`config.mk`:
```
export PLATFORM = sky130hd
export DESIGN_NAME = button_click_classifier_top_flat
export DESIGN_NICKNAME = d
export VERILOG_FILES = /design/src/design/bcc_pkg.sv /design/src/design/bcc_req_if.sv /design/src/design/bcc_rsp_if.sv /design/src/design/bcc_ctrl.sv /design/src/design/bcc_dpath.sv /design/src/design/button_click_classifier_top.sv /design/src/flat_wrapper.sv
export SDC_FILE = /design/constraint.sdc
export NUM_CORES = 1
export LEC_CHECK = 0
export BUFFER_PORTS_ARGS = -buffer_cell sky130_fd_sc_hd__buf_2
export CAP_MARGIN = 20
export CORE_MARGIN = 2
export CORE_UTILIZATION = 35
export CTS_BUF_LIST = sky130_fd_sc_hd__clkbuf_4
export DETAILED_ROUTE_END_ITERATION = 6
export SLEW_MARGIN = 20
export SYNTH_ARGS = -nofsm -noshare
export SYNTH_HDL_FRONTEND = slang
export SYNTH_SLANG_ARGS = --single-unit
```
`constraint.sdc`:
```
create_clock -name clock -period 8.26 [get_ports clock]
set_input_delay 0.413 -clock clock [delete_from_list [all_inputs] [get_ports clock]]
set_output_delay 0.413 -clock clock [all_outputs]
set_load 0.02 [all_outputs]
```
`src/design/bcc_pkg.sv`:
```
// Types, constants and register codes of the button click classifier.
`timescale 1ns / 1ps

package bcc_pkg;

   localparam int DEF_BUTTON_COUNT = 8;
   localparam int DEF_COUNT_WIDTH  = 19;
   localparam int MASK_WIDTH       = 8;
   localparam int TICK_REG_WIDTH   = 19;
   localparam int CSR_ADDR_WIDTH   = 5;
   localparam int CSR_DATA_WIDTH   = 32;

   localparam logic [TICK_REG_WIDTH-1:0] CLICK_TICKS_RESET  = 19'd5;
   localparam logic [TICK_REG_WIDTH-1:0] LONG_TICKS_RESET   = 19'd100;
   localparam logic [TICK_REG_WIDTH-1:0] VLONG_TICKS_RESET  = 19'd300;
   localparam logic [TICK_REG_WIDTH-1:0] WINDOW_TICKS_RESET = 19'd50;
   localparam logic [3:0]                REPEAT_MAX         = 4'd15;

   typedef enum logic [2:0] {
      REG_ENABLED = 3'd0,
      REG_ACTIVE  = 3'd1,
      REG_PAUSED  = 3'd2,
      REG_CLICK   = 3'd3,
      REG_LONG    = 3'd4,
      REG_VLONG   = 3'd5,
      REG_WINDOW  = 3'd6
   } bcc_reg_type;

   typedef enum logic [2:0] {
      EV_PRESS           = 3'd0,
      EV_LONG_PRESS      = 3'd1,
      EV_VERY_LONG_PRESS = 3'd2,
      EV_CLICK           = 3'd3,
      EV_LONG_CLICK      = 3'd4,
      EV_VERY_LONG_CLICK = 3'd5
   } bcc_kind_type;

   typedef struct packed {
      logic [2:0]   button_index;
      bcc_kind_type event_kind;
      logic [3:0]   click_count;
   } bcc_event_type;

   typedef struct packed {
      bcc_event_type ev;
      logic          last_event;
   } bcc_result_type;

   // controller -> datapath
   typedef struct packed {
      logic start;
      logic step;
      logic flush;
   } bcc_cmd_type;

   // datapath -> controller
   typedef struct packed {
      logic ev_found;
      logic pend_valid;
      logic out_free;
   } bcc_status_type;

endpackage

```
`src/design/bcc_req_if.sv`:
```
// Input channel: one tick with the sampled button levels.
`timescale 1ns / 1ps

interface bcc_req_if import bcc_pkg::*; ();
   logic                  valid;
   logic                  ready;
   logic [MASK_WIDTH-1:0] button_levels;

   modport source (output valid, output button_levels, input ready);
   modport sink   (input valid, input button_levels, output ready);
endinterface

```
`src/design/bcc_rsp_if.sv`:
```
// Result channel: one button event per transfer.
`timescale 1ns / 1ps

interface bcc_rsp_if;
   logic       valid;
   logic       ready;
   logic [2:0] button_index;
   logic [2:0] event_kind;
   logic [3:0] click_count;
   logic       last_event;

   modport source (output valid, output button_index, output event_kind,
                   output click_count, output last_event, input ready);
   modport sink   (input valid, input button_index, input event_kind,
                   input click_count, input last_event, output ready);
endinterface

```
`src/design/bcc_ctrl.sv`:
```
// Scan controller: steps buttons one per cycle unless held; sequences the flush.
`timescale 1ns / 1ps

module bcc_ctrl import bcc_pkg::*; #(
   parameter int BUTTON_COUNT = DEF_BUTTON_COUNT,
   localparam int IDX_W = (BUTTON_COUNT > 1) ? $clog2(BUTTON_COUNT) : 1
) (
   input  logic             clock,
   input  logic             reset,
   input  logic             req_valid,
   output logic             req_ready,
   input  bcc_status_type   status,
   output bcc_cmd_type      cmd,
   output logic [IDX_W-1:0] idx
);

   typedef enum logic [1:0] {
      ST_IDLE,
      ST_SCAN,
      ST_FLUSH
   } state_type;

   localparam logic [IDX_W-1:0] IDX_LAST = IDX_W'(BUTTON_COUNT - 1);

   state_type        state_ff;
   logic [IDX_W-1:0] idx_ff;

   assign req_ready = (state_ff == ST_IDLE);
   assign idx       = idx_ff;

   always_comb begin
      cmd.start = (state_ff == ST_IDLE) && req_valid;
      // hold the scan while a new event would need the busy output slot
      cmd.step  = (state_ff == ST_SCAN) &&
                  (!status.ev_found || !status.pend_valid || status.out_free);
      cmd.flush = (state_ff == ST_FLUSH) && status.pend_valid && status.out_free;
   end

   always_ff @(posedge clock) begin
      if (reset) begin
         state_ff <= ST_IDLE;
         idx_ff   <= '0;
      end else begin
         case (state_ff)
            ST_IDLE: begin
               if (req_valid) begin
                  state_ff <= ST_SCAN;
                  idx_ff   <= '0;
               end
            end
            ST_SCAN: begin
               if (cmd.step) begin
                  if (idx_ff == IDX_LAST) begin
                     state_ff <= ST_FLUSH;
                  end else begin
                     idx_ff <= idx_ff + 1'b1;
                  end
               end
            end
            ST_FLUSH: begin
               if (!status.pend_valid || status.out_free) begin
                  state_ff <= ST_IDLE;
               end
            end
            default: begin
               state_ff <= ST_IDLE;
            end
         endcase
      end
   end

endmodule

```
`src/design/bcc_dpath.sv`:
```
// Datapath: registers, per-button state, one-button step logic and result staging.
`timescale 1ns / 1ps

module bcc_dpath import bcc_pkg::*; #(
   parameter int BUTTON_COUNT = DEF_BUTTON_COUNT,
   parameter int COUNT_WIDTH  = DEF_COUNT_WIDTH,
   localparam int IDX_W = (BUTTON_COUNT > 1) ? $clog2(BUTTON_COUNT) : 1
) (
   input  logic                      clock,
   input  logic                      reset,
   input  bcc_cmd_type               cmd,
   input  logic [IDX_W-1:0]          idx,
   output bcc_status_type            status,
   input  logic [MASK_WIDTH-1:0]     levels,
   input  logic                      rsp_ready,
   output logic                      rsp_valid,
   output bcc_result_type            rsp_data,
   input  logic                      psel,
   input  logic                      penable,
   input  logic                      pwrite,
   input  logic [CSR_ADDR_WIDTH-1:0] paddr,
   input  logic [CSR_DATA_WIDTH-1:0] pwdata,
   output logic [CSR_DATA_WIDTH-1:0] prdata
);

   localparam int CMP_W  = (COUNT_WIDTH > TICK_REG_WIDTH) ? COUNT_WIDTH : TICK_REG_WIDTH;
   localparam int MASKED = (BUTTON_COUNT < MASK_WIDTH) ? BUTTON_COUNT : MASK_WIDTH;
   localparam logic [COUNT_WIDTH-1:0] CNT_MAX = {COUNT_WIDTH{1'b1}};

   // configuration registers
   logic [MASK_WIDTH-1:0]     enabled_ff, active_ff, paused_ff;
   logic [TICK_REG_WIDTH-1:0] click_ff, long_ff, vlong_ff, window_ff;

   // per-button state
   logic                   held_ff [BUTTON_COUNT];
   logic [3:0]             rep_ff  [BUTTON_COUNT];
   logic [COUNT_WIDTH-1:0] cnt_ff  [BUTTON_COUNT];

   logic [MASK_WIDTH-1:0] levels_ff;
   logic                  pend_valid_ff;
   bcc_event_type         pend_ff;
   logic                  out_valid_ff;
   bcc_result_type        out_ff;

   logic        csr_write;
   bcc_reg_type csr_reg;

   logic [5:0]             idx_wide;
   logic                   mask_sel;
   logic                   btn_live, btn_down;
   logic                   held_cur;
   logic [3:0]             rep_cur;
   logic [COUNT_WIDTH-1:0] cnt_cur, cnt_mv;
   logic [CMP_W-1:0]       cnt_cmp;
   logic [COUNT_WIDTH-1:0] window_sat;
   logic                   held_in;
   logic [3:0]             rep_in;
   logic [COUNT_WIDTH-1:0] cnt_in;
   logic                   kind_valid;
   bcc_kind_type           kind;
   bcc_event_type          ev_new;
   logic                   out_free;

   assign csr_write = psel && penable && pwrite;
   assign csr_reg   = bcc_reg_type'(paddr[4:2]);

   always_comb begin
      case (csr_reg)
         REG_ENABLED: prdata = CSR_DATA_WIDTH'(enabled_ff);
         REG_ACTIVE:  prdata = CSR_DATA_WIDTH'(active_ff);
         REG_PAUSED:  prdata = CSR_DATA_WIDTH'(paused_ff);
         REG_CLICK:   prdata = CSR_DATA_WIDTH'(click_ff);
         REG_LONG:    prdata = CSR_DATA_WIDTH'(long_ff);
         REG_VLONG:   prdata = CSR_DATA_WIDTH'(vlong_ff);
         REG_WINDOW:  prdata = CSR_DATA_WIDTH'(window_ff);
         default:     prdata = '0;
      endcase
   end

   always_ff @(posedge clock) begin
      if (reset) begin
         enabled_ff <= '0;
         active_ff  <= '0;
         paused_ff  <= '0;
         click_ff   <= CLICK_TICKS_RESET;
         long_ff    <= LONG_TICKS_RESET;
         vlong_ff   <= VLONG_TICKS_RESET;
         window_ff  <= WINDOW_TICKS_RESET;
      end else if (csr_write) begin
         case (csr_reg)
            REG_ENABLED: enabled_ff <= pwdata[MASK_WIDTH-1:0];
            REG_ACTIVE:  active_ff  <= pwdata[MASK_WIDTH-1:0];
            REG_PAUSED:  paused_ff  <= pwdata[MASK_WIDTH-1:0];
            REG_CLICK:   click_ff   <= pwdata[TICK_REG_WIDTH-1:0];
            REG_LONG:    long_ff    <= pwdata[TICK_REG_WIDTH-1:0];
            REG_VLONG:   vlong_ff   <= pwdata[TICK_REG_WIDTH-1:0];
            REG_WINDOW:  window_ff  <= pwdata[TICK_REG_WIDTH-1:0];
            default: ;
         endcase
      end
   end

   // one button per cycle while the scan is not held: select its mask bits and state
   assign idx_wide = 6'(idx);
   assign mask_sel = (idx_wide < 6'(MASK_WIDTH));
   assign btn_live = mask_sel && enabled_ff[idx_wide[2:0]] && !paused_ff[idx_wide[2:0]];
   assign btn_down = mask_sel && (levels_ff[idx_wide[2:0]] == active_ff[idx_wide[2:0]]);

   assign held_cur = held_ff[idx];
   assign rep_cur  = rep_ff[idx];
   assign cnt_cur  = cnt_ff[idx];

   always_comb begin
      if (held_cur) begin
         cnt_mv = (cnt_cur != CNT_MAX) ? cnt_cur + 1'b1 : cnt_cur;
      end else begin
         cnt_mv = (cnt_cur != '0) ? cnt_cur - 1'b1 : cnt_cur;
      end
   end

   assign cnt_cmp    = CMP_W'(cnt_mv);
   assign window_sat = (CMP_W'(window_ff) > CMP_W'(CNT_MAX)) ? CNT_MAX
                                                             : COUNT_WIDTH'(window_ff);

   always_comb begin
      held_in    = held_cur;
      rep_in     = rep_cur;
      cnt_in     = cnt_mv;
      kind_valid = 1'b0;
      kind       = EV_PRESS;
      if (btn_down) begin
         if (held_cur) begin
            kind_valid = 1'b1;
            if (cnt_cmp == CMP_W'(click_ff)) begin
               kind = EV_PRESS;
            end else if (cnt_cmp == CMP_W'(long_ff)) begin
               kind = EV_LONG_PRESS;
            end else if (cnt_cmp == CMP_W'(vlong_ff)) begin
               kind = EV_VERY_LONG_PRESS;
            end else begin
               kind_valid = 1'b0;
            end
         end else begin
            // new press: count a repeat only inside the window
            if (cnt_mv != '0) begin
               rep_in = (rep_cur != REPEAT_MAX) ? rep_cur + 1'b1 : rep_cur;
            end else begin
               rep_in = '0;
            end
            held_in = 1'b1;
            cnt_in  = '0;
         end
      end else if (held_cur) begin
         kind_valid = 1'b1;
         if (cnt_cmp >= CMP_W'(vlong_ff)) begin
            kind = EV_VERY_LONG_CLICK;
         end else if (cnt_cmp >= CMP_W'(long_ff)) begin
            kind = EV_LONG_CLICK;
         end else if (cnt_cmp >= CMP_W'(click_ff)) begin
            kind = EV_CLICK;
         end else begin
            kind_valid = 1'b0;
         end
         held_in = 1'b0;
         cnt_in  = window_sat;
      end
   end

   assign ev_new.button_index = 3'(idx);
   assign ev_new.event_kind   = kind;
   assign ev_new.click_count  = rep_in;

   assign out_free          = !out_valid_ff || rsp_ready;
   assign status.ev_found   = btn_live && kind_valid;
   assign status.pend_valid = pend_valid_ff;
   assign status.out_free   = out_free;

   always_ff @(posedge clock) begin
      if (reset) begin
         for (int j = 0; j < BUTTON_COUNT; j++) begin
            held_ff[j] <= 1'b0;
            rep_ff[j]  <= '0;
            cnt_ff[j]  <= '0;
         end
      end else begin
         if (cmd.step && btn_live) begin
            held_ff[idx] <= held_in;
            rep_ff[idx]  <= rep_in;
            cnt_ff[idx]  <= cnt_in;
         end
         // a button that gets enabled restarts released
         if (csr_write && (csr_reg == REG_ENABLED)) begin
            for (int j = 0; j < MASKED; j++) begin
               if (pwdata[j] && !enabled_ff[j]) begin
                  held_ff[j] <= 1'b0;
                  rep_ff[j]  <= '0;
                  cnt_ff[j]  <= '0;
               end
            end
         end
      end
   end

   always_ff @(posedge clock) begin
      if (cmd.start) begin
         levels_ff <= levels;
      end
   end

   // one event waits in the pending slot until we know whether it is the last
   always_ff @(posedge clock) begin
      if (reset) begin
         pend_valid_ff <= 1'b0;
         out_valid_ff  <= 1'b0;
      end else begin
         if (cmd.step && status.ev_found) begin
            pend_valid_ff <= 1'b1;
         end else if (cmd.flush) begin
            pend_valid_ff <= 1'b0;
         end
         if ((cmd.step && status.ev_found && pend_valid_ff) || cmd.flush) begin
            out_valid_ff <= 1'b1;
         end else if (rsp_ready) begin
            out_valid_ff <= 1'b0;
         end
      end
   end

   always_ff @(posedge clock) begin
      if (cmd.step && status.ev_found) begin
         pend_ff <= ev_new;
         if (pend_valid_ff) begin
            out_ff.ev         <= pend_ff;
            out_ff.last_event <= 1'b0;
         end
      end else if (cmd.flush) begin
         out_ff.ev         <= pend_ff;
         out_ff.last_event <= 1'b1;
      end
   end

   assign rsp_valid = out_valid_ff;
   assign rsp_data  = out_ff;

endmodule

```
`src/design/button_click_classifier_top.sv`:
```
// Top level of the button click classifier: controller, datapath and channel wiring.
`timescale 1ns / 1ps

// channel | dir | transfer                          | payload
// req     | in  | req.valid & req.ready             | button_levels
// rsp     | out | rsp.valid & rsp.ready             | button_index, event_kind,
//         |     |                                   | click_count, last_event
// csr     | in  | psel & penable & pwrite (APB)     | paddr, pwdata / prdata
//
// When results drain freely, the scan visits one button per cycle over the
// per-button state registers, then flushes the final event. A stalled result
// port holds the scan when a second event of the same tick needs the output
// slot, and holds the flush until the slot frees. Reset is synchronous and
// restores the controller state, configuration registers, button state and
// valid flags; there is no clearing pass.

module button_click_classifier_top import bcc_pkg::*; #(
   parameter int BUTTON_COUNT = DEF_BUTTON_COUNT,
   parameter int COUNT_WIDTH  = DEF_COUNT_WIDTH
) (
   input  logic                      clock,
   input  logic                      reset,
   bcc_req_if.sink                   req,
   bcc_rsp_if.source                 rsp,
   input  logic                      psel,
   input  logic                      penable,
   input  logic                      pwrite,
   input  logic [CSR_ADDR_WIDTH-1:0] paddr,
   input  logic [CSR_DATA_WIDTH-1:0] pwdata,
   output logic [CSR_DATA_WIDTH-1:0] prdata,
   output logic                      pready
);

   localparam int IDX_W = (BUTTON_COUNT > 1) ? $clog2(BUTTON_COUNT) : 1;

   bcc_cmd_type      cmd;
   bcc_status_type   status;
   logic [IDX_W-1:0] idx;
   bcc_result_type   rsp_data;

   assign pready = 1'b1;

   bcc_ctrl #(
      .BUTTON_COUNT(BUTTON_COUNT)
   ) u_ctrl (
      .clock     (clock),
      .reset     (reset),
      .req_valid (req.valid),
      .req_ready (req.ready),
      .status    (status),
      .cmd       (cmd),
      .idx       (idx)
   );

   bcc_dpath #(
      .BUTTON_COUNT(BUTTON_COUNT),
      .COUNT_WIDTH (COUNT_WIDTH)
   ) u_dpath (
      .clock     (clock),
      .reset     (reset),
      .cmd       (cmd),
      .idx       (idx),
      .status    (status),
      .levels    (req.button_levels),
      .rsp_ready (rsp.ready),
      .rsp_valid (rsp.valid),
      .rsp_data  (rsp_data),
      .psel      (psel),
      .penable   (penable),
      .pwrite    (pwrite),
      .paddr     (paddr),
      .pwdata    (pwdata),
      .prdata    (prdata)
   );

   assign rsp.button_index = rsp_data.ev.button_index;
   assign rsp.event_kind   = rsp_data.ev.event_kind;
   assign rsp.click_count  = rsp_data.ev.click_count;
   assign rsp.last_event   = rsp_data.last_event;

endmodule

```
`src/flat_wrapper.sv`:
```
// flat-port wrapper written by rule: the top's interface ports become plain ports
module button_click_classifier_top_flat import bcc_pkg::*;
#(
   parameter int BUTTON_COUNT = DEF_BUTTON_COUNT,
   parameter int COUNT_WIDTH  = DEF_COUNT_WIDTH
)
  (clock, reset, psel, penable, pwrite, paddr, pwdata, prdata, pready, req_valid, req_button_levels, req_ready, rsp_valid, rsp_button_index, rsp_event_kind, rsp_click_count, rsp_last_event, rsp_ready);
  bcc_req_if req_i ();
  bcc_rsp_if rsp_i ();
  input  logic clock;
  input  logic reset;
  input  logic psel;
  input  logic penable;
  input  logic pwrite;
  input  logic [CSR_ADDR_WIDTH-1:0] paddr;
  input  logic [CSR_DATA_WIDTH-1:0] pwdata;
  output logic [CSR_DATA_WIDTH-1:0] prdata;
  output logic pready;
  input wire logic [$bits(req_i.valid)-1:0] req_valid;
  input wire logic [$bits(req_i.button_levels)-1:0] req_button_levels;
  output wire logic [$bits(req_i.ready)-1:0] req_ready;
  output wire logic [$bits(rsp_i.valid)-1:0] rsp_valid;
  output wire logic [$bits(rsp_i.button_index)-1:0] rsp_button_index;
  output wire logic [$bits(rsp_i.event_kind)-1:0] rsp_event_kind;
  output wire logic [$bits(rsp_i.click_count)-1:0] rsp_click_count;
  output wire logic [$bits(rsp_i.last_event)-1:0] rsp_last_event;
  input wire logic [$bits(rsp_i.ready)-1:0] rsp_ready;
  assign req_i.valid = req_valid;
  assign req_i.button_levels = req_button_levels;
  assign req_ready = req_i.ready;
  assign rsp_valid = rsp_i.valid;
  assign rsp_button_index = rsp_i.button_index;
  assign rsp_event_kind = rsp_i.event_kind;
  assign rsp_click_count = rsp_i.click_count;
  assign rsp_last_event = rsp_i.last_event;
  assign rsp_i.ready = rsp_ready;
  button_click_classifier_top #(.BUTTON_COUNT(BUTTON_COUNT), .COUNT_WIDTH(COUNT_WIDTH)) u_core (.clock(clock), .reset(reset), .req(req_i), .rsp(rsp_i), .psel(psel), .penable(penable), .pwrite(pwrite), .paddr(paddr), .pwdata(pwdata), .prdata(prdata), .pready(pready));
endmodule
```
==> summary.txt, run 1 <==
Run status
  – Run status: finished, final reports clean

Finish
  – Most common cell after layout, fill and taps aside: nor2_1
  – Fill cell count: 4914
  – Top library cells by usage in the layout, fill and taps aside: nor2_1 (241), edfxtp_1 (221), nand2_1 (209), clkbuf_4 (133), a21oi_1 (111)
  – Growth of design area from synthesis to finish: 14.9%
  – Net total in the final layout: between 1500 and 2000
  – Count of placed standard cells in the final layout, fillers left out: between 2000 and 3000
  – Proportion of layout cells with a drive suffix above 1: between 10% and 20%

Drt
  – Detailed-route vias per instance: around 5.4
  – Via count: around 14000
  – Iteration-0 DRC count of the detailed router: around 1200
  – Total wire length: between 40 and 50 mm
  – Post-DRT Antenna Nets: 0
  – Number of iterations in the first detailed-routing pass: 6
  – Final routed DRC violation total: 0
  – Wire per inst: about 20 µm

Place
  – RD Place Congestion: slightly below 0.9
  – Instance count after placement with tap cells included: roughly 2400
  – Count of buffers from port buffering: between 60 and 70
  – Detailed-placement wirelength estimate: approximately 33 mm

Timing
  – Minimum hold slack: 263 ps
  – Max Clock Skew: approximately 44 ps
  – Slew margin rel.: between 20% and 30%
  – Final min period: about 7400 ps
  – Maximum frequency from static timing analysis: 0.136 GHz
  – Share of the cycle needed by the critical path after routing: 89.3%
  – Hold violation total from the final report: 0
  – Number of max-slew violations in the final report: 0
  – Worst Max-Slew Pin Slew: roughly 1100 ps
  – Setup total negative slack: 0 ps
  – RSZ-0062 raised after global routing: no
  – Final setup vio count: 0

Setup path
  – Data required time of the worst path: around 8700 ps
  – Data arrival, critical path: 7820 ps
  – Startpoint kind of the worst setup timing path: register
  – CP delay by family, top: simple AND/OR/NAND/NOR gates
  – Chain of cells forming the critical path: mux4_2, mux2i_1, inv_1, ha_1, inv_1, or4_1, nor3_4, a41oi_4, a32oi_1, xor2_1, ha_1, a21oi_1, nor2b_1, o21ai_0, a31oi_1, o31a_1, nor4_1, buf_4, a31oi_1, or2_2, or4b_2, nand2_1, buf_12
  – Setup CP Type: reg -> reg
  – Maximum fanout along the worst path: 24
  – Worst path slowest cell: or4_1
  – Largest stage delay on the critical path: approximately 730 ps
  – Type of element capturing the critical path: register
  – Number of buffers and inverters on the critical path: 4

Die
  – Die X: 229 µm
  – I/O pin cnt: between 90 and 100
  – Die Area: 52300 µm²
  – Overall die height: about 230 µm
  – Row count: just over 80
  – Core box area: 50000 µm²
  – Effective utilization at floorplan: 35.3%

GRT
  – Met3 capacity usage during global routing: 2.88%
  – Met1 global-route usage: a little under a quarter
  – First-pass GRT wire length: 76.8 mm
  – Antenna violations before repair: 1
  – Routing usage on met2: between 30% and 40%
  – Busiest layer in global routing: met2
  – GR Overflow Total: 0
  – Overall routing resource usage: between 10% and 20%
  – Maximum number of pins on one net before global-route repair: 81
  – Vias in the first global route: between 10000 and 15000

Synth
  – Synthesized area: between 15000 and 20000 µm²
  – Top flip-flop cell by instance count after synthesis: edfxtp_1
  – Area share of the leading cell type in the synthesized netlist: 37.6%
  – Average cell area after synthesis: 10.6 µm²
  – Area leader, netlist: edfxtp_1
  – Top post-synthesis cells by area: edfxtp_1 (38%), dfxtp_1 (12%), nor2_1 (5.1%)
  – Number of synthesized register bits: between 300 and 400
  – Gate count of the mapped netlist: approximately 1700
  – Number of enable flip-flop cells after synthesis: 221
  – Synth Warn #: 0
  – Distinct cell type count of the synthesized netlist: 77
  – Async set or reset register ratio after synthesis: 0%
  – Share of synthesized area occupied by flip-flops and latches: about 50%

Pwr
  – Leakage: about 7.4 nW
  – Power density of the placed cells: 191 nW/µm²
  – Peak VDD IR: 0.0000982 V
  – Total power: 0.00387 W

Clock network
  – Cell at the root of the clock tree: clkbuf_4
  – CTS tree: yes
  – Count of buffers added by post-CTS timing repair for setup: 0
  – Clock latency at the later pin of the worst-skew pair: just under 800 ps
  – Max Buffers Root-to-Sink: 3
  – H-tree depth: 3
  – TritonCTS sink count: ~330
  – Clock transition at the registers of the reported paths: approximately 70 ps
  – Total clock buffers created by CTS: 85

Hold path
  – Hold crit path type: in -> reg
  – Hold path startpoint: pwrite

Flow run
  – Number of maximum-capacitance violations: 0
-- path summary, 6_finish.rpt --
kind	cells after the start	endpoint	slack, ps
max	23	u_core.u_dpath.cnt_ff[6][9]	880
min	5	u_core.u_dpath.click_ff[6]	260
max reg2reg	23	u_core.u_dpath.cnt_ff[6][9]	880
min reg2reg	0	u_core.u_dpath.rsp_data[3]	410
-- area by class of cell --
class                      instances  area, µm²  area share [%]
antenna                            1       2.50          0.0123
clock buffer                     133        998            4.92
clock inverter                    20        188           0.925
inverter                          78        293            1.44
multi-input combinational       1147       7960            39.2
sequential                       331       8840            43.6
tap                              672        841            4.14
timing repair buffer             155       1160            5.72
-- what timing repair did --
item                      in CTS  in global routing
gates resized for setup        0                  0
hold endpoints to repair     105                  0
hold buffers                  31                  0
-- state kept, by name (all words and copies together) (netlist names), named ones only --
register,flops
u_core.u_dpath.cnt_ff,152
u_core.u_dpath.rep_ff,32
u_core.u_dpath.click_ff,19
u_core.u_dpath.long_ff,19
u_core.u_dpath.vlong_ff,19
u_core.u_dpath.window_ff,19
u_core.u_dpath.rsp_data,11
u_core.u_dpath.pend_ff,10
u_core.u_dpath.active_ff,8
u_core.u_dpath.enabled_ff,8
u_core.u_dpath.held_ff,8
u_core.u_dpath.levels_ff,8
u_core.u_dpath.paused_ff,8
u_core.u_ctrl.idx,3
u_core.u_ctrl.state_ff,2
u_core.u_dpath.pend_valid_ff,1
u_core.u_dpath.rsp_valid,1
-- where the power goes --
| part | switching [W] | internal [W] | total, W | leakage [nW] |
|---|---|---|---|---|
| logic | 0.000322 | 0.000187 | 0.000509 | 3.54 |
| clock network | 0.000685 | 0.000854 | 0.00154 | 0.703 |
| registers | 0.0000158 | 0.00180 | 0.00182 | 3.15 |
| total | 0.00102 | 0.00284 | 0.00387 | 7.39 |
-- layer usage --
metal | wire [µm] | vias up
met5 | 0 | -
met4 | 1160 | 0
met3 | 2870 | 78
met2 | 25000 | 479
met1 | 20900 | 6687
li1 | - | 6336
-- synth_stat cells (4+ instances only) --
cell / n
a211oi_1: 5
buf_2: 5
a31oi_1: 20
nor4_1: 10
a32oi_1: 5
nor2b_1: 15
o21ai_0: 32
buf_4: 21
buf_1: 9
nand2_1: 209
o31ai_1: 4
nand2b_1: 6
or3_1: 6
nand4_1: 24
dfxtp_1: 110
and4_1: 5
a22oi_1: 11
xnor2_1: 8
mux4_2: 39
buf_6: 7
nor2_1: 242
xor2_1: 10
a2bb2oi_1: 5
edfxtp_1: 221
nand3_1: 32
nor3_1: 42
a22o_1: 11
clkbuf_1: 75
mux2i_1: 67
a21o_1: 14
ha_1: 63
nand3b_1: 8
mux2_2: 24
and3_1: 9
or4_4: 4
or4_1: 6
inv_1: 77
mux4_1: 18
a21oi_1: 111
o211ai_1: 8
a211o_1: 11
-- metrics by stage --
step | worst slack [ps] | util (%) | cell area, µm²
floorplan | 1210 | - | 17700
global placement | 1110 | 37.6 | 18800
detailed placement | 1070 | 37.6 | 18800
CTS | 999 | 40.6 | 20300
global route | 487 | 40.6 | 20300
finish | 883 | 40.6 | 20300
-- worst reg2reg max path: stages, from the launching register on --
cell and delay [ps]:
dfxtp_2 640, mux4_2 310, mux2i_1 160, inv_1 230, ha_1 250, inv_1 60
or4_1 730, nor3_4 300, a41oi_4 250, a32oi_1 300, xor2_1 570, ha_1 360
a21oi_1 150, nor2b_1 50, o21ai_0 280, a31oi_1 140, o31a_1 310, nor4_1 260
buf_4 200, a31oi_1 110, or2_2 350, or4b_2 640, nand2_1 130, buf_12 220
-- kinds of logic after synthesis --
family,count (synthesis),synth area share [%]
buffers and inverters,198,5.26
other,2,0.0425
and+or+nand+nor,641,16.6
muxes,152,13.3
DFF,331,50.1
xor gates and xnor gates,18,0.893
adders and majority gates,63,4.46
AOI/OAI and AO/OA,259,9.35
Note: power is estimated with default switching activity, not from simulation.
==> run 2, diff against run 1 <==
--- a/config.mk
+++ b/config.mk
@@ -7,10 +7,13 @@
 export LEC_CHECK = 0
 export BUFFER_PORTS_ARGS = -buffer_cell sky130_fd_sc_hd__buf_2
 export CAP_MARGIN = 20
+export CELL_PAD_IN_SITES_DETAIL_PLACEMENT = 2
+export CELL_PAD_IN_SITES_GLOBAL_PLACEMENT = 2
 export CORE_MARGIN = 2
 export CORE_UTILIZATION = 35
 export CTS_BUF_LIST = sky130_fd_sc_hd__clkbuf_4
 export DETAILED_ROUTE_END_ITERATION = 6
+export PLACE_DENSITY_LB_ADDON = 0.1
 export SLEW_MARGIN = 20
 export SYNTH_ARGS = -nofsm -noshare
 export SYNTH_HDL_FRONTEND = slang
==> summary.txt, run 2 (same netlist as run 1, synthesis figures left out) <==
Run status
  – Run status: finished, final reports clean

Clock network
  – Clock latency at the later pin of the worst-skew pair: 880 ps (+90 ps)
  – TritonCTS sink count: 331 (unchanged)
  – Clock transition at the registers of the reported paths: 60 ps (about the same)
  – Cell at the root of the clock tree: clkbuf_4
  – H-tree depth: 3 (unchanged)
  – Number of gates resized after CTS: 0 (unchanged)
  – Max Buffers Root-to-Sink: 3 (unchanged)
  – Total clock buffers created by CTS: 91 (+7.1%)
  – CTS tree: yes

Setup path
  – Data required time of the worst path: 8760 ps (+50 ps)
  – Slack of the worst reg-to-reg path: 400 ps (-480 ps)
  – Data arrival, critical path: 8360 ps (+540 ps)
  – R2R depth: 23 (unchanged)
  – FF-to-FF End: u_core.u_dpath.cnt_ff[6][16]
  – Startpoint kind of the worst setup timing path: register
  – Chain of cells forming the critical path: mux4_1, mux2i_4, inv_1, ha_1, inv_1, or4_1, nor3_4, a41oi_4, a32oi_1, xor2_1, buf_4, ha_1, a21oi_1, nor2b_1, o21ai_0, a31oi_1, o31a_1, nor4_1, a31oi_1, or2_2, or4b_2, nand2_1, buf_12
  – Type of element capturing the critical path: register
  – Setup CP Type: reg -> reg
  – Maximum fanout along the worst path: 24 (unchanged)
  – Worst path slowest cell: or4_1
  – Largest stage delay on the critical path: 740 ps (about the same)

Finish
  – Top reg by flops: u_core.u_dpath.cnt_ff
  – Proportion of layout cells with a drive suffix above 1: 20.0% (+0.70 points)
  – Top library cells by usage in the layout, fill and taps aside: nor2_1 (242), edfxtp_1 (221), nand2_1 (209), clkbuf_4 (142), a21oi_1 (111)
  – Top Registers: u_core.u_dpath.cnt_ff x152, u_core.u_dpath.rep_ff x32
  – Fill cell count: 5339 (+8.6%)
  – Net total in the final layout: 1935 (+1.2%)
  – Area of the multi-input gates: 7970 µm² (about the same)
  – Growth of design area from synthesis to finish: 15.7%
  – Most common cell after layout, fill and taps aside: nor2_1
  – Max reg flops: 152 (unchanged)
  – Sequential standard cell area: 8840 µm² (unchanged)

Die
  – Effective utilization at floorplan: 35.3% (unchanged)
  – Die X: 229 µm (unchanged)
  – Die Area: 52300 µm² (unchanged)
  – Core box area: 50000 µm² (unchanged)
  – I/O pin cnt: 98 (unchanged)
  – Overall die height: 229 µm (unchanged)
  – Row count: 82 (unchanged)

GRT
  – Maximum number of pins on one net before global-route repair: 85 (+4.9%)
  – Antenna violations before repair: 1 (unchanged)
  – First-pass GRT wire length: 94.8 mm (+24%)
  – GR Overflow Total: 0 (unchanged)
  – Overall routing resource usage: 24.0% (+5.1 points)
  – Vias in the first global route: 15300 (+13%)

Drt
  – Post-DRT Antenna Nets: 0 (unchanged)
  – Via count: 13700 (+1.1%)
  – Wire per inst: 24.2 µm (+23%)
  – Iteration-0 DRC count of the detailed router: 752 (-38%)
  – Total wire length: 62.0 mm (+24%)
  – Final routed DRC violation total: 0 (unchanged)
  – Number of iterations in the first detailed-routing pass: 5 (-1)
  – Detailed-route vias per instance: 5.37 (+0.32%)

Timing
  – Slew margin rel.: 28.1% (-0.47 points)
  – Maximum frequency from static timing analysis: 0.127 GHz (-6.2%)
  – Final setup vio count: 0 (unchanged)
  – Final min period: 7860 ps (+484 ps)
  – Worst Max-Slew Pin Slew: 1070 ps (+3.08 ps)
  – Share of the cycle needed by the critical path after routing: 95.2% (+5.9 points)
  – RSZ-0062 raised after global routing: no
  – Number of max-slew violations in the final report: 0 (unchanged)
  – Hold violation total from the final report: 0 (unchanged)
  – Max Clock Skew: 99.3 ps (+54.9 ps)
  – Setup total negative slack: 0 ps (unchanged)

Place
  – RD Place Congestion: 0.830 (-6.9%)
  – Count of buffers from port buffering: 68 (unchanged)
  – Detailed-placement wirelength estimate: 42.0 mm (+28%)

Flow run
  – Number of maximum-capacitance violations: 0 (unchanged)

Hold path
  – Endpoint of the worst hold-timing path: u_core.u_dpath.window_ff[0]
  – Hold crit path type: in -> reg
  – Hold path startpoint: pwrite
  – Instance count along the most critical hold path: 5 (unchanged)

Pwr
  – Leakage: 7.48 nW (+1.2%)
  – Total power: 0.00390 W (+1.0%)
  – Peak VDD IR: 0.0000888 V (-9.5%)
  – Power density of the placed cells: 191 nW/µm² (+0.32%)
==> run 2: worst max-delay path by stage <==
stage	from	to	slack, ps	cells past startpoint
floorplan	register	u_core.u_dpath.cnt_ff[6][0]	1210	27
finish	register	u_core.u_dpath.cnt_ff[6][16]	400	23
detailed placement	register	u_core.u_dpath.cnt_ff[6][16]	430	22
CTS	register	u_core.u_dpath.cnt_ff[6][16]	330	22
global route	register	u_core.u_dpath.cnt_ff[6][16]	30	22
global placement	register	u_core.u_dpath.cnt_ff[6][18]	590	22
==> run 2: area by class of cell <==
cell class | count | area share, %
clock inverter | 15 | 0.515
sequential | 331 | 43.3
multi-input combinational | 1147 | 39.0
timing repair buffer | 171 | 6.42
tap | 672 | 4.12
antenna | 1 | 0.0123
inverter | 78 | 1.43
clock buffer | 142 | 5.22
==> run 2: timing repair <==
item,CTS,global route
hold buffers,38,0
endpoints found under the hold margin,114,0
setup buffers,0,0
==> run 2: layer usage <==
layer / up-vias / part of all wire (%) / global-route usage, %
met4: 0 / 2.0 / 7.27
met2: 243 / 49 / 40.9
met5: - / 0 / 0
met1: 7028 / 46 / 31.7
li1: 6378 / - / -
met3: 82 / 3.3 / 3.27
==> run 2: report_power, final <==
part	internal (W)	switching [W]	total (W)
registers	0.00180	0.0000185	0.00182
logic	0.000196	0.000346	0.000542
clock network	0.000807	0.000734	0.00154
total	0.00281	0.00110	0.00390
==> run 2: through the flow <==
step                      cell area (µm²)  cells  hold slack [ps]  util [%]  setup slack [ps]
after CTS                           20400   2555              157      40.9               332
after detailed placement            18900   2360              406      37.8               432
after global routing                20400   2557              223      40.9              34.1
final                               20400   2557              248      40.9               400
after global placement              18900   2360              403      37.8               592
after floorplan                     17700   1676              400         -              1210
==> run 2: critical path: cells and delay by family (launching register included) <==
| family | cells | cell delay, ps |
|---|---|---|
| and+or+nand+nor | 7 | 3080 |
| buffers and inverters | 4 | 720 |
| DFF | 1 | 650 |
| muxes | 2 | 520 |
| adders and majority gates | 2 | 540 |
| xor gates and xnor gates | 1 | 290 |
| AOI/OAI and AO/OA | 7 | 1630 |
==> run 3, diff against run 2 <==
--- a/config.mk
+++ b/config.mk
@@ -5,6 +5,7 @@
 export SDC_FILE = /design/constraint.sdc
 export NUM_CORES = 1
 export LEC_CHECK = 0
+export ABC_AREA = 1
 export BUFFER_PORTS_ARGS = -buffer_cell sky130_fd_sc_hd__buf_2
 export CAP_MARGIN = 20
 export CELL_PAD_IN_SITES_DETAIL_PLACEMENT = 2
==> summary.txt, run 3 <==
Setup path
  – Number of buffers and inverters on the critical path: 6 (+2)
  – Worst path slowest cell: inv_1
  – Slack of the worst reg-to-reg path: 1210 ps (+810 ps)
  – Most numerous cell on the critical path: nand3_1
  – Data arrival, critical path: 7470 ps (-890 ps)
  – Setup CP Type: reg -> reg
  – R2R depth: 30 (+30%)
  – CP delay by family, top: simple AND/OR/NAND/NOR gates
  – Startpoint kind of the worst setup timing path: register
  – FF-to-FF End: u_core.u_dpath.cnt_ff[0][15]
  – Type of element capturing the critical path: register
  – Data required time of the worst path: 8680 ps (-80 ps)
  – Maximum fanout along the worst path: 34 (+42%)
  – Largest stage delay on the critical path: 620 ps (-120 ps)

Synth
  – Top flip-flop cell by instance count after synthesis: edfxtp_1
  – Average cell area after synthesis: 7.85 µm² (-26%)
  – Async set or reset register ratio after synthesis: 0% (unchanged)
  – Synth Warn #: 0 (unchanged)
  – Synthesized area: 18500 µm² (+5.0%)
  – Top post-synthesis cells by area: edfxtp_1 (36%), dfxtp_1 (12%), nand2_1 (11%)
  – Dominant cell by count in the synthesized netlist: nand2_1
  – Share of synthesized area occupied by flip-flops and latches: 47.7% (-2.4 points)
  – Area share of the leading cell type in the synthesized netlist: 35.8% (-1.8 points)
  – Distinct cell type count of the synthesized netlist: 47 (-39%)
  – Number of synthesized register bits: 331 (unchanged)
  – Gate count of the mapped netlist: 2360 (+42%)
  – Most used standard cells in the synthesized netlist: nand2_1 (551), nor2_1 (353), inv_1 (298)
  – Area leader, netlist: edfxtp_1
  – Number of enable flip-flop cells after synthesis: 221 (unchanged)

Finish
  – Growth of design area from synthesis to finish: 12.8%
  – Top library cells by usage in the layout, fill and taps aside: nand2_1 (551), nor2_1 (353), inv_1 (297), edfxtp_1 (221), nand3_1 (190)
  – Top Registers: u_core.u_dpath.cnt_ff x152, u_core.u_dpath.rep_ff x32
  – Net total in the final layout: 2604 (+35%)
  – Max reg flops: 152 (unchanged)
  – Most common cell after layout, fill and taps aside: nand2_1
  – Top reg by flops: u_core.u_dpath.cnt_ff
  – Post-Route Utilization: 39.9% (-1.0 points)
  – Proportion of layout cells with a drive suffix above 1: 12.6% (-7.4 points)

Timing
  – Hold violation total from the final report: 0 (unchanged)
  – Final min period: 7050 ps (-814 ps)
  – Max Clock Skew: 49.9 ps (-49.3 ps)
  – Setup total negative slack: 0 ps (unchanged)
  – Maximum frequency from static timing analysis: 0.142 GHz (+12%)
  – Final setup vio count: 0 (unchanged)
  – Post-route worst setup slack: 1210 ps (+814 ps)
  – Worst Max-Slew Pin Slew: 1050 ps (-22.9 ps)
  – RSZ-0062 raised after global routing: no
  – Slew margin rel.: 29.2% (+1.1 points)
  – Share of the cycle needed by the critical path after routing: 85.3% (-9.9 points)
  – Number of max-slew violations in the final report: 0 (unchanged)

Run status
  – Run status: finished, final reports clean

GRT
  – Overall routing resource usage: 27.5% (+3.5 points)
  – Vias in the first global route: 19000 (+24%)
  – Maximum number of pins on one net before global-route repair: 96 (+13%)
  – Met3 capacity usage during global routing: 3.99% (+0.72 points)
  – Routing usage on met2: 47.9% (+7.1 points)
  – Busiest layer in global routing: met2
  – First-pass GRT wire length: 112 mm (+18%)
  – GR Overflow Total: 0 (unchanged)
  – Antenna violations before repair: 1 (unchanged)
  – Met1 global-route usage: 34.3% (+2.6 points)

Die
  – Row count: 84 (+2.4%)
  – Effective utilization at floorplan: 35.3% (about the same)
  – Overall die height: 234 µm (+2.4%)
  – Core box area: 52400 µm² (+5.0%)
  – I/O pin cnt: 98 (unchanged)
  – Die Area: 54800 µm² (+4.9%)
  – Die X: 234 µm (+2.4%)

Clock network
  – CTS tree: yes
  – Clock transition at the registers of the reported paths: 70 ps (about the same)
  – Max Buffers Root-to-Sink: 3 (unchanged)
  – Number of gates resized after CTS: 0 (unchanged)
  – Total clock buffers created by CTS: 95 (+4.4%)
  – Cell at the root of the clock tree: clkbuf_4
  – Clock latency at the later pin of the worst-skew pair: 830 ps (-50 ps)
  – H-tree depth: 3 (unchanged)
  – TritonCTS sink count: 331 (unchanged)
  – Count of buffers added by post-CTS timing repair for setup: 0 (unchanged)

Drt
  – Iteration-0 DRC count of the detailed router: 876 (+16%)
  – Number of iterations in the first detailed-routing pass: 5 (unchanged)
  – Post-DRT Antenna Nets: 0 (unchanged)
  – Final routed DRC violation total: 0 (unchanged)
  – Wire per inst: 22.8 µm (-6.1%)
  – Total wire length: 74.1 mm (+20%)
  – Detailed-route vias per instance: 5.29 (-1.6%)
  – Via count: 17200 (+25%)

Hold path
  – Instance count along the most critical hold path: 2 (-3)
  – Endpoint of the worst hold-timing path: u_core.u_ctrl.state_ff[1]
  – Hold path startpoint: reset
  – Hold crit path type: in -> reg

Pwr
  – Leakage: 9.05 nW (+21%)
  – Total power: 0.00418 W (+7.0%)
  – Peak VDD IR: 0.000106 V (+19%)
  – Power density of the placed cells: 200 nW/µm² (+4.5%)

Place
  – RD Place Congestion: 0.816 (-1.6%)
  – Post-placement worst setup slack: 1150 ps (+713 ps)
  – Detailed-placement wirelength estimate: 49.9 mm (+19%)
  – Count of buffers from port buffering: 68 (unchanged)

Flow run
  – Number of maximum-capacitance violations: 0 (unchanged)
run 3: changes by cell type after synthesis, moves of 19 or more:
cell	change
o21ai_0	+117
clkbuf_1	-41
nand3_1	+158
buf_2	+29
nand2_1	+342
mux2i_1	-67
nor3_1	-31
nor2_1	+111
mux4_2	-39
mux2_2	-24
a31oi_1	-19
inv_1	+221
run 3: through the flow:
step           std cells  cell area (µm²)  hold WS [ps]
3_5_place_dp        3051            19400           406
5_1_grt             3253            20900          54.4
3_3_place_gp        3050            19400           414
2_1_floorplan       2372            18600           400
6_report            3254            20900          95.0
4_1_cts             3252            20900          23.6
run 3: cell type report:
class | instances | area (µm²)
fill | 6146 | 31500
antenna | 2 | 5.00
sequential | 331 | 8840
timing repair buffer | 129 | 903
clock buffer | 144 | 1080
tap | 688 | 861
inverter | 318 | 1200
clock inverter | 28 | 119
multi-input combinational | 1614 | 7890
run 3: per-layer routing:
metal / share of wire, % / wire length (µm)
met5: 0 / 0
met4: 3.3 / 2410
met1: 44 / 32300
met3: 4.0 / 2990
met2: 49 / 36400
run 3: how the worst max path moves through the flow:
| stage | slack [ps] | start | cells after the start | endpoint |
|---|---|---|---|---|
| after floorplan | 3270 | register | 31 | u_core.u_dpath.cnt_ff[1][0] |
| after global placement | 1300 | register | 28 | u_core.u_dpath.cnt_ff[0][12] |
| after detailed placement | 1150 | register | 28 | u_core.u_dpath.cnt_ff[0][13] |
| after CTS | 1100 | register | 28 | u_core.u_dpath.cnt_ff[0][15] |
| after global routing | 670 | register | 33 | u_core.u_dpath.cnt_ff[3][12] |
| final | 1210 | register | 30 | u_core.u_dpath.cnt_ff[0][15] |
run 3: cells by family (layout without fill, tap and decap cells):
logic type      after synthesis  count (layout)  synth area share [%]
simple gates               1184            1184                  26.9
buf+inv                     427             619                  10.1
compound gates              344             344                  10.5
flops                       331             331                  47.7
fa+ha+maj                    63              63                  4.25
xor+xnor                      9               9                 0.425
other cells                   2              16                0.0405
run 3: power by group:
group	total (W)	switching, W	internal, W
clock network	0.00157	0.000774	0.000793
registers	0.00183	0.0000243	0.00181
logic	0.000780	0.000580	0.000199
run 3: worst reg2reg max path: cells and delay by family, from the launching register on:
kind | cells | cell delay (ps)
fa+ha+maj | 2 | 550
buf+inv | 6 | 1950
simple gates | 19 | 3160
compound gates | 3 | 470
flops | 1 | 480
run 3: what timing repair did:
item | 4_1_cts | 5_1_grt
hold buffers | 29 | 0
hold endpoints to repair | 93 | 0
setup endpoints to repair | 0 | 0
